**config.mk**
```make
export PLATFORM = sky130hd
export DESIGN_NAME = bdnm_ram
export DESIGN_NICKNAME = d
export VERILOG_FILES = /design/src/assert_macros.svh /design/src/bdnm_ram.sv
export SDC_FILE = /design/constraint.sdc
export NUM_CORES = 1
export LEC_CHECK = 0
export BUFFER_PORTS_ARGS = -buffer_cell sky130_fd_sc_hd__buf_2
export CELL_PAD_IN_SITES_DETAIL_PLACEMENT = 2
export CELL_PAD_IN_SITES_GLOBAL_PLACEMENT = 2
export CORE_UTILIZATION = 50
export CTS_CLUSTER_DIAMETER = 150
export DETAILED_ROUTE_END_ITERATION = 10
export PLACE_DENSITY_LB_ADDON = 0.1
export SETUP_SLACK_MARGIN = 0.02
export SLEW_MARGIN = 20
export SYNTH_ARGS = -nofsm -noshare
export SYNTH_HDL_FRONTEND = slang
export SYNTH_SLANG_ARGS = --single-unit
```
**constraint.sdc**
```tcl
create_clock -name clk -period 4.86 [get_ports clk]
set_clock_uncertainty 0.2 [all_clocks]
set_input_delay 0.243 -clock clk [delete_from_list [all_inputs] [get_ports clk]]
set_output_delay 0.243 -clock clk [all_outputs]
set_load 0.05 [all_outputs]
```
**src/assert_macros.svh**
```systemverilog
// Assertion helpers for the matcher sources.
`ifndef ASSERT_MACROS_SVH
`define ASSERT_MACROS_SVH

// Checked on every rising edge once reset has been released.
`define BDNM_ASSERT(lbl, clk, rst_n, prop) \
    lbl: assert property (@(posedge clk) disable iff (!rst_n) (prop)) \
        else $error("bdnm assertion failed");

// Checked on every rising edge, also while reset is held.
`define BDNM_ASSERT_ALWAYS(lbl, clk, prop) \
    lbl: assert property (@(posedge clk) (prop)) \
        else $error("bdnm assertion failed");

`endif

```
**src/bdnm_ram.sv**
```systemverilog
// ----------------------------------------------------------------------------
// bdnm_ram
// Generic simple dual-port RAM: one write port, one read port, registered read.
// ----------------------------------------------------------------------------
module bdnm_ram #(
    parameter int WIDTH = 32,
    parameter int DEPTH = 16
) (
    input  logic                                   clk,
    input  logic                                   we,
    input  logic [((DEPTH > 1) ? $clog2(DEPTH) : 1)-1:0] waddr,
    input  logic [WIDTH-1:0]                       wdata,
    input  logic                                   re,
    input  logic [((DEPTH > 1) ? $clog2(DEPTH) : 1)-1:0] raddr,
    output logic [WIDTH-1:0]                       rdata
);

    logic [WIDTH-1:0] mem [DEPTH];
    logic [WIDTH-1:0] rdata_reg;

    always_ff @(posedge clk) begin
        if (we) begin
            mem[waddr] <= wdata;
        end
        if (re) begin
            rdata_reg <= mem[raddr];
        end
    end

    assign rdata = rdata_reg;

endmodule

```
==> metrics, run 1 <==
status=did not finish; Stopped at=detailed placement; Err=[ERROR DPL-0033] detailed placement checks failed during check placement.; Post-Syn Nets=881; post-synthesis adder-cell area fraction=0; Unique masters post-synth=17; num ports=75; number of synthesized register bits=544; Post-Synth XOR/XNOR Area=0; Initial Utilization=0.508; Die H=203 um; DP Wirelength=31600 um; mux cell area share after synthesis=0.143; register area share after synthesis=0.810; largest family of logic cells by synthesized area=multiplexers; Post-synth EDFFs=544; Post-synth top cells=edfxtp_1 (544), mux4_2 (128), a22oi_1 (64), nand2_1 (33), clkbuf_1 (17); Primary FF master, synth=edfxtp_1; area share of the leading cell type in the synthesized netlist=0.810; RePlAce Congestion=0.703; Ys Warns=0; number of port buffers=74; Synth Area in Simple Gates=0.0125; Synth async-reset ratio=0; top-count cell post-synth=edfxtp_1; Mapped Area=20200 sq um; Synth Area per Inst=24.1 sq um; synth top area cells=edfxtp_1 (81%), mux4_2 (14%), a22oi_1 (2.4%); Synth Area in Compound Gates=0.0238; Die Width=203 um; # rows=73; Gate Count Post-Synth=838; area leader, netlist=edfxtp_1
[cells by family after synthesis]
kind of cell    Yosys count
buf+inv                  43
mux                     128
compound gates           64
simple gates             59
flops                   544
[stage by stage]
step	hold slack [ns]	instances	worst slack, ns	cell area, sq um
2_1_floorplan	0.142	838	1.24	20200
3_3_place_gp	0.390	1422	1.98	21400
==> inputs of run 2 (changes only) <==
==> config.mk (replaced) <==
export PLATFORM = sky130hd
export DESIGN_NAME = bdnm_ram
export DESIGN_NICKNAME = d
export VERILOG_FILES = /design/src/assert_macros.svh /design/src/bdnm_ram.sv
export SDC_FILE = /design/constraint.sdc
export NUM_CORES = 1
export LEC_CHECK = 0
export BUFFER_PORTS_ARGS = -buffer_cell sky130_fd_sc_hd__buf_2
export CORE_UTILIZATION = 35
export DETAILED_ROUTE_END_ITERATION = 10
export PLACE_DENSITY_LB_ADDON = 0.15
export SLEW_MARGIN = 20
export SYNTH_ARGS = -nofsm -noshare
export SYNTH_HDL_FRONTEND = slang
export SYNTH_SLANG_ARGS = --single-unit
==> metrics, run 2 <==
layout cells sized above 1=0.314; number of synthesized register bits=544; Ys Warns=0; DRT iter0 DRCs=712; Resized cells post-CTS=0; clk_lat worst skew=0.59 ns; Post-CTS Setup Bufs=0; vias in the first global route=9773; full die area=58600 sq um; DP Wirelength=23900 um; Synth Area per Inst=24.1 sq um; Nets=1034; Die Width=242 um; WL per Instance=25.6 um; Least-Margin Pin Slew=1.05 ns; Die H=242 um; Hold WC Path Type=primary input to flop; global-route wire length before repair=67000 um; Mapped Area=20200 sq um; Antenna Violating Nets Remaining=0; CTS tree=built; total of max-cap violations=0; Unique masters post-synth=17; # setup viols final=0; area leader, netlist=edfxtp_1; initial antenna violation count=1; crit path time final=2.51 ns; Primary FF master, synth=edfxtp_1; crit share post-route=0.516; CTS Root Cell=clkbuf_16; Vias=9164; CTS Hold Bufs=34; synth top area cells=edfxtp_1 (81%), mux4_2 (14%), a22oi_1 (2.4%); Rel. slew slack=0.300; Clk pin slew, worst setup/hold paths=0.06 ns; Worst IR Drop VDD=259 uV; Total GRT Usage=0.158; RSZ-0062 raised after global routing=false; Max FO, Critical Path=21; Post-Syn Nets=881; Sink Count=544; Pleak=7.50 nW; CORE AREA=56700 sq um; critical path class=primary input to flop; commonest non-fill, non-tap cell in the layout=edfxtp_1; Power Dens Cells=412 nW/um^2; Initial DRT Pass Iterations=5; largest net degree at the start of global routing=81; Num CTS Buffers=57; Remaining Overflow, GRT=0; most frequent cells in the layout=edfxtp_1 (544), mux4_2 (128), buf_2 (72), a22oi_1 (64), clkbuf_16 (57); Max Freq=0.399 GHz; area share of the leading cell type in the synthesized netlist=0.810; final slew viol count=0; diode count=0; clk buf depth=3; CP startpoint kind=primary input; area grow syn2layout=17.5%; drt via density=5.13; number of hold violations in the final report=0; Gate Count Post-Synth=838; Post-synth EDFFs=544; WP data required=4.93 ns; # rows=87; top-count cell post-synth=edfxtp_1; DRC violations left=0; Post-synth top cells=edfxtp_1 (544), mux4_2 (128), a22oi_1 (64), nand2_1 (33), clkbuf_1 (17); Initial Utilization=0.356; Worst Setup End Kind=flop; Final Power=9.77 mW; register area share after synthesis=0.810; status=finished clean; H-tree lvl count=2; Synth async-reset ratio=0; Largest register FFs=512; num ports=75; arrival time worst endpoint=2.58 ns; wirelength, routed=45700 um; hold slack=0.130 ns; Setup TNS=0 ns; number of port buffers=74; RePlAce Congestion=0.687
-- run 2: per-layer routing --
| metal | vias to the layer above | wire, um | track usage |
|---|---|---|---|
| met4 | 2 | 1040 | 0.0475 |
| met1 | 4976 | 22200 | 0.236 |
| met2 | 200 | 20600 | 0.241 |
| li1 | 3914 | - | - |
| met3 | 72 | 1840 | 0.0225 |
| met5 | - | 10 | 0 |
-- run 2: stage by stage --
stage	utilization	worst slack, ns	cell area, sq um	cells
2_1_floorplan	-	1.24	20200	838
6_report	0.418	2.35	23700	1787
3_3_place_gp	0.382	2.13	21600	1651
4_1_cts	0.418	2.31	23700	1787
5_1_grt	0.418	2.20	23700	1787
3_5_place_dp	0.383	2.07	21700	1654
-- run 2: cell type report --
class | instances | area [sq um]
clock buffer | 70 | 1480
sequential | 544 | 16300
multi-input combinational | 251 | 3750
timing repair buffer | 137 | 1030
tap | 756 | 946
fill | 4930 | 33000
clock inverter | 29 | 160
-- run 2: where the power goes --
part           internal, mW  switching (mW)  leakage (nW)
clock network          2.18            1.72         0.797
registers              5.29          0.0275          4.94
logic                 0.202           0.354          1.75
-- run 2: worst max-delay path, cell delays in order --
cell,delay (ns)
dlygate4sd3_1,0.53
buf_2,0.17
nand2b_1,0.33
nor2_4,0.86
buf_4,0.42
-- run 2: cells by family (layout without fill, tap and decap cells) --
group	Yosys count	count (layout)	synth area share
multiplexers	128	128	0.143
flip-flops	544	544	0.810
AO/OA/AOI/OAI	64	64	0.0238
buffers and inverters	43	236	0.0110
AND/OR/NAND/NOR	59	59	0.0125
-- run 2: final timing paths --
kind	from	to	slack, ns	depth (start not counted)
max	waddr[1]	mem[9][8]	2.35	5
max reg2reg	mem[2][5]	rdata[5]	3.18	3
min	re	rdata[1]	0.13	2
min reg2reg	mem[15][19]	rdata[19]	0.54	3
Power figures use the tool's default switching activity.
