<file path="config.mk">
export PLATFORM = sky130hd
export DESIGN_NAME = bdnm_dist
export DESIGN_NICKNAME = d
export VERILOG_FILES = /design/src/assert_macros.svh /design/src/bdnm_pkg.sv /design/src/bdnm_dist.sv
export SDC_FILE = /design/constraint.sdc
export NUM_CORES = 1
export LEC_CHECK = 0
export ABC_CLOCK_PERIOD_IN_PS = 5400
export BUFFER_PORTS_ARGS = -buffer_cell sky130_fd_sc_hd__buf_2
export CAP_MARGIN = 10
export CORE_UTILIZATION = 35
export DETAILED_ROUTE_END_ITERATION = 10
export HOLD_SLACK_MARGIN = 0.08
export REMOVE_ABC_BUFFERS = 1
export SLEW_MARGIN = 25
export SYNTH_ARGS = -nofsm -noshare
export SYNTH_HDL_FRONTEND = slang
export SYNTH_SLANG_ARGS = --single-unit
export TNS_END_PERCENT = 100
</file>
<file path="constraint.sdc">
create_clock -name clk -period 5.4 [get_ports clk]
set_input_delay 0.27 -clock clk [delete_from_list [all_inputs] [get_ports clk]]
set_output_delay 0.27 -clock clk [all_outputs]
set_load 0.01 [all_outputs]
</file>
<file path="src/assert_macros.svh">
// Assertion helpers for the matcher sources.
`ifndef ASSERT_MACROS_SVH
`define ASSERT_MACROS_SVH

// Checked on every rising edge once reset has been released.
`define BDNM_ASSERT(lbl, clk, rst_n, prop) \
    lbl: assert property (@(posedge clk) disable iff (!rst_n) (prop)) \
        else $error("bdnm assertion failed");

// Checked on every rising edge, also while reset is held.
`define BDNM_ASSERT_ALWAYS(lbl, clk, prop) \
    lbl: assert property (@(posedge clk) (prop)) \
        else $error("bdnm assertion failed");

`endif

</file>
<file path="src/bdnm_pkg.sv">
// ----------------------------------------------------------------------------
// bdnm_pkg
// Shared types, constants and the 32-bit population count of the matcher.
// ----------------------------------------------------------------------------
package bdnm_pkg;

    localparam int ENTRIES      = 1024;
    localparam int DESC_WORDS32 = 8;

    localparam int DESC_W    = 256;
    localparam int WORDS32   = DESC_W / 32;
    localparam int IDX_W     = (ENTRIES > 1) ? $clog2(ENTRIES) : 1;
    localparam int CNT_W     = $clog2(ENTRIES + 1);
    localparam int DIST_W    = 9;
    localparam int LIMIT_W   = 9;
    localparam int IDX_OUT_W = 10;
    localparam int POP_W     = 6;

    localparam logic [LIMIT_W-1:0] LIMIT_RESET = 9'd100;

    localparam logic [1:0] KIND_CLEAR = 2'd0;
    localparam logic [1:0] KIND_LOAD  = 2'd1;
    localparam logic [1:0] KIND_QUERY = 2'd2;

    localparam logic [31:0] M1 = 32'h5555_5555;
    localparam logic [31:0] M2 = 32'h3333_3333;
    localparam logic [31:0] M4 = 32'h0F0F_0F0F;

    typedef enum logic [1:0] {
        S_IDLE,
        S_SCAN,
        S_DRAIN,
        S_DONE
    } state_t;

    typedef struct packed {
        logic              valid;
        logic [IDX_W-1:0]  idx;
        logic [DIST_W-1:0] distance;
    } dist_res_t;

    function automatic logic [POP_W-1:0] popcount32(input logic [31:0] x);
        logic [31:0] v;
        logic [POP_W-1:0] s;
        v = x - ((x >> 1) & M1);
        v = (v & M2) + ((v >> 2) & M2);
        v = (v + (v >> 4)) & M4;
        s = POP_W'(v[7:0]) + POP_W'(v[15:8]) + POP_W'(v[23:16]) + POP_W'(v[31:24]);
        return s;
    endfunction

endpackage

</file>
<file path="src/bdnm_dist.sv">
// ----------------------------------------------------------------------------
// bdnm_dist
// Two-stage Hamming distance unit: per-word counts, then the summing tree.
// ----------------------------------------------------------------------------
module bdnm_dist (
    input  logic                                       clk,
    input  logic                                       rst_n,
    input  logic                                       in_valid,
    input  logic [bdnm_pkg::IDX_W-1:0]                 in_idx,
    input  logic [bdnm_pkg::DESC_W-1:0]                ref_desc,
    input  logic [bdnm_pkg::DESC_W-1:0]                qry_desc,
    output bdnm_pkg::dist_res_t                        res
);
    import bdnm_pkg::*;

    logic [POP_W-1:0]  cnt_next [WORDS32];
    logic [POP_W-1:0]  cnt_reg  [WORDS32];
    logic              vld_reg;
    logic [IDX_W-1:0]  idx_reg;
    logic [DIST_W-1:0] sum;

    // Words past the configured descriptor length do not count.
    always_comb begin
        for (int w = 0; w < WORDS32; w++) begin
            if (w < DESC_WORDS32) begin
                cnt_next[w] = popcount32(ref_desc[w*32 +: 32] ^ qry_desc[w*32 +: 32]);
            end else begin
                cnt_next[w] = '0;
            end
        end
    end

    always_ff @(posedge clk) begin
        if (!rst_n) begin
            vld_reg <= 1'b0;
        end else begin
            vld_reg <= in_valid;
        end
        idx_reg <= in_idx;
        for (int w = 0; w < WORDS32; w++) begin
            cnt_reg[w] <= cnt_next[w];
        end
    end

    always_comb begin
        sum = '0;
        for (int w = 0; w < WORDS32; w++) begin
            sum = sum + DIST_W'(cnt_reg[w]);
        end
    end

    assign res.valid    = vld_reg;
    assign res.idx      = idx_reg;
    assign res.distance = sum;

endmodule
</file>
==> results.sh <==
export IMPL_grt_remaining_overflow=0
export IMPL_vias_per_cell=4.558
export IMPL_netlist_top_cells_area="ha_1, fa_1, xnor2_1, xor2_1, inv_1"
export IMPL_gpl_final_weighted_congestion=0.8792
export IMPL_placed_cells=4826
export IMPL_yosys_warnings=0
export IMPL_setup_worst_path_class="reg2out"
export IMPL_routed_wl_um=61870
export IMPL_achievable_frequency_ghz=0.1899
export IMPL_slew_headroom=0.5607
export IMPL_synthesis_area_mm2=0.02479
export IMPL_cts_made_buffers=9
export IMPL_numPortBuffers=544
export IMPL_route_vias_total=22140
export IMPL_ys_dominant_reg_cell="dfxtp_1"
export IMPL_clk_pin_slew_worst_paths_ps=60
export IMPL_finalCoreUtilization=0.4693
export IMPL_setup_viol=0
export IMPL_drt_pass1_iterations=5
export IMPL_layout_min_cycle_time_ps=5266
export IMPL_synth_edff_count=0
export IMPL_bufs_on_longest_clock_path=2
export IMPL_mostFrequentLayoutCells="ha_1, buf_2, inv_1, buf_4, xnor2_1"
export IMPL_min_path_type="in2reg"
export IMPL_worst_endpoint_arrival_ps=5000
export IMPL_async_reset_ff_frac=0
export IMPL_most_common_cell_after_layout_fill_and_taps_aside="ha_1"
export IMPL_hold_violations=0
export IMPL_synth_top_area_cell="ha_1"
export IMPL_drt_antenna_violating_nets=0
export IMPL_start_util=0.3540
export IMPL_cts_root_buffer="clkbuf_16"
export IMPL_drive_gt1_frac=0.2806
export IMPL_area_used_by_multi_input_combinational_logic_mm2=0.02219
export IMPL_die_y_um=268.1
export IMPL_grt_max_degree=12
export IMPL_track_usage=0.1705
export IMPL_timing_critical_path_fanout_max=2
export IMPL_maxCapViolations=0
export IMPL_n_antenna_cell=0
export IMPL_fp_dieArea_mm2=0.07189
export IMPL_wire_length_of_the_first_global_routing_pass_um=100400
export IMPL_die_width_um=268.1
export IMPL_vias_in_the_first_global_route=21890
export IMPL_largest_register_ffs=48
export IMPL_post_synthesis_instance_total=2917
export IMPL_worst_ep_required_time_ps=5130
export IMPL_rsz_0062_raised_after_global_routing="yes"
export IMPL_detailedRoute_firstIterationViolations=700
export IMPL_floorplan_core_area_mm2=0.07003
export IMPL_yosysTopAreaCellShare=0.2847
export IMPL_worst_setup_path_start_kind="register"
export IMPL_row_count=97
export IMPL_synth_lib_cells_used_distinct=74
export IMPL_tritoncts="done"
export IMPL_finalMaxSlewViolations=0
export IMPL_wire_per_inst_um=12.74
export IMPL_drt_drc_violations_left=0
export IMPL_synth_seq_area_share=0.04765
export IMPL_worstSetupEndpointType="output port"
export IMPL_areaGrowthSynthToFinish_pct=32.57
export IMPL_final_fill_count=6913
export IMPL_number_of_nets_in_the_layout=5188
export IMPL_final_min_period_over_clock_period=0.9751
export IMPL_design_portCount=545
export IMPL_dp_final_hpwl_um=56200
export IMPL_postSynthRegisterBits=59
export IMPL_timing_worst_slew_pin_value_ps=654.3
export IMPL_grt_antenna_before_repair=0
export IMPL_cts_sinks=59
export IMPL_final_cell_count_no_fill=4857
export IMPL_h_tree_levels=3
export IMPL_synth_avg_cell_area_um2=8.498
export IMPL_run_status="finished, final reports clean"
export IMPL_final_seq_area_mm2=0.001186
-- path summary, 6_finish.rpt --
kind / start / endpoint / slack, ps / cells past startpoint
hold / removal: in_valid / vld_reg / 140 / 2
setup / recovery: cnt_reg[0][0] / res[8] / 130 / 17
-- synthesized netlist by cell type (4+ instances only) --
library cell / instances
a211o_1: 22
a211oi_1: 34
a21boi_0: 30
a21boi_1: 4
a21o_1: 75
a21oi_1: 160
a221oi_1: 6
a31oi_1: 17
a41oi_1: 5
and2_1: 7
and3_1: 8
and3b_1: 6
dfxtp_1: 59
fa_1: 187
ha_1: 564
inv_1: 515
nand2_1: 147
nand2b_1: 22
nand3_1: 46
nand3b_1: 10
nand4_1: 19
nor2_1: 103
nor2b_1: 27
nor3_1: 26
nor3b_1: 4
nor4_1: 11
o2111ai_1: 6
o211ai_1: 21
o21a_1: 8
o21ai_0: 101
o21ai_1: 16
o21bai_1: 20
o221ai_1: 5
o22ai_1: 5
o31ai_1: 18
o41ai_1: 5
or3_1: 6
or4_1: 4
xnor2_1: 276
xor2_1: 258
-- cell families (layout without fill, tap and decap cells) --
family          Yosys count  after routing  share of synthesized area
compound gates          591            591                     0.1563
xor+xnor                538            538                     0.1918
fa+ha+maj               751            751                     0.4357
buf+inv                 520           1520                    0.07889
flops                    59             59                    0.04765
simple gates            458            458                    0.08974
-- timing repair --
action / CTS / global route
cloned: 0 / 0
gates resized for setup: 16 / 99
pin swaps: 17 / 55
setup endpoints to repair: 4 / 28
hold endpoints to repair: 11 / 0
hold buffers: 11 / 0
buffers inserted: 4 / 2
-- through the flow --
step | hold WS (ps) | TNS [ps] | setup WS [ps] | area, um2
floorplan | 297.7 | -243.6 | -133.8 | 24780
global placement | 372.6 | -4242 | -290.3 | 31880
detailed placement | 373.8 | -6267 | -410.0 | 31880
CTS | 106.6 | -4.467 | -4.467 | 32370
global route | 126.0 | -220.3 | -106.4 | 32860
finish | 135.9 | 0 | 134.3 | 32860
-- area by class of cell --
| class | instances | area share |
|---|---|---|
| clock inverter | 5 | 0.001142 |
| sequential | 59 | 0.03609 |
| inverter | 518 | 0.05917 |
| tap | 940 | 0.03579 |
| clock buffer | 11 | 0.007691 |
| timing repair buffer | 986 | 0.1850 |
| multi-input combinational | 2338 | 0.6751 |
-- critical path, stage by stage, from the launching register on --
cell and delay, ps:
dfxtp_4 360, ha_4 160, fa_2 390, xnor2_4 200
fa_1 490, fa_1 520, fa_1 530, inv_2 40
fa_1 470, ha_1 300, a21o_1 170, a21oi_2 170
o21bai_1 100, a21oi_2 170, o21bai_1 80, a21oi_1 170
xnor2_1 140, buf_4 170
-- per-layer routing --
metal	track usage	wire length, um	vias to the layer above
met5	0	0	-
met4	0.02178	410	0
met3	0.01649	1982	20
met2	0.3235	31810	393
met1	0.2106	27670	10070
li1	-	-	11660
Power is left out: the tool's default activity adds up to more than one toggle a clock period on the data nets, which glitch-free logic cannot reach.
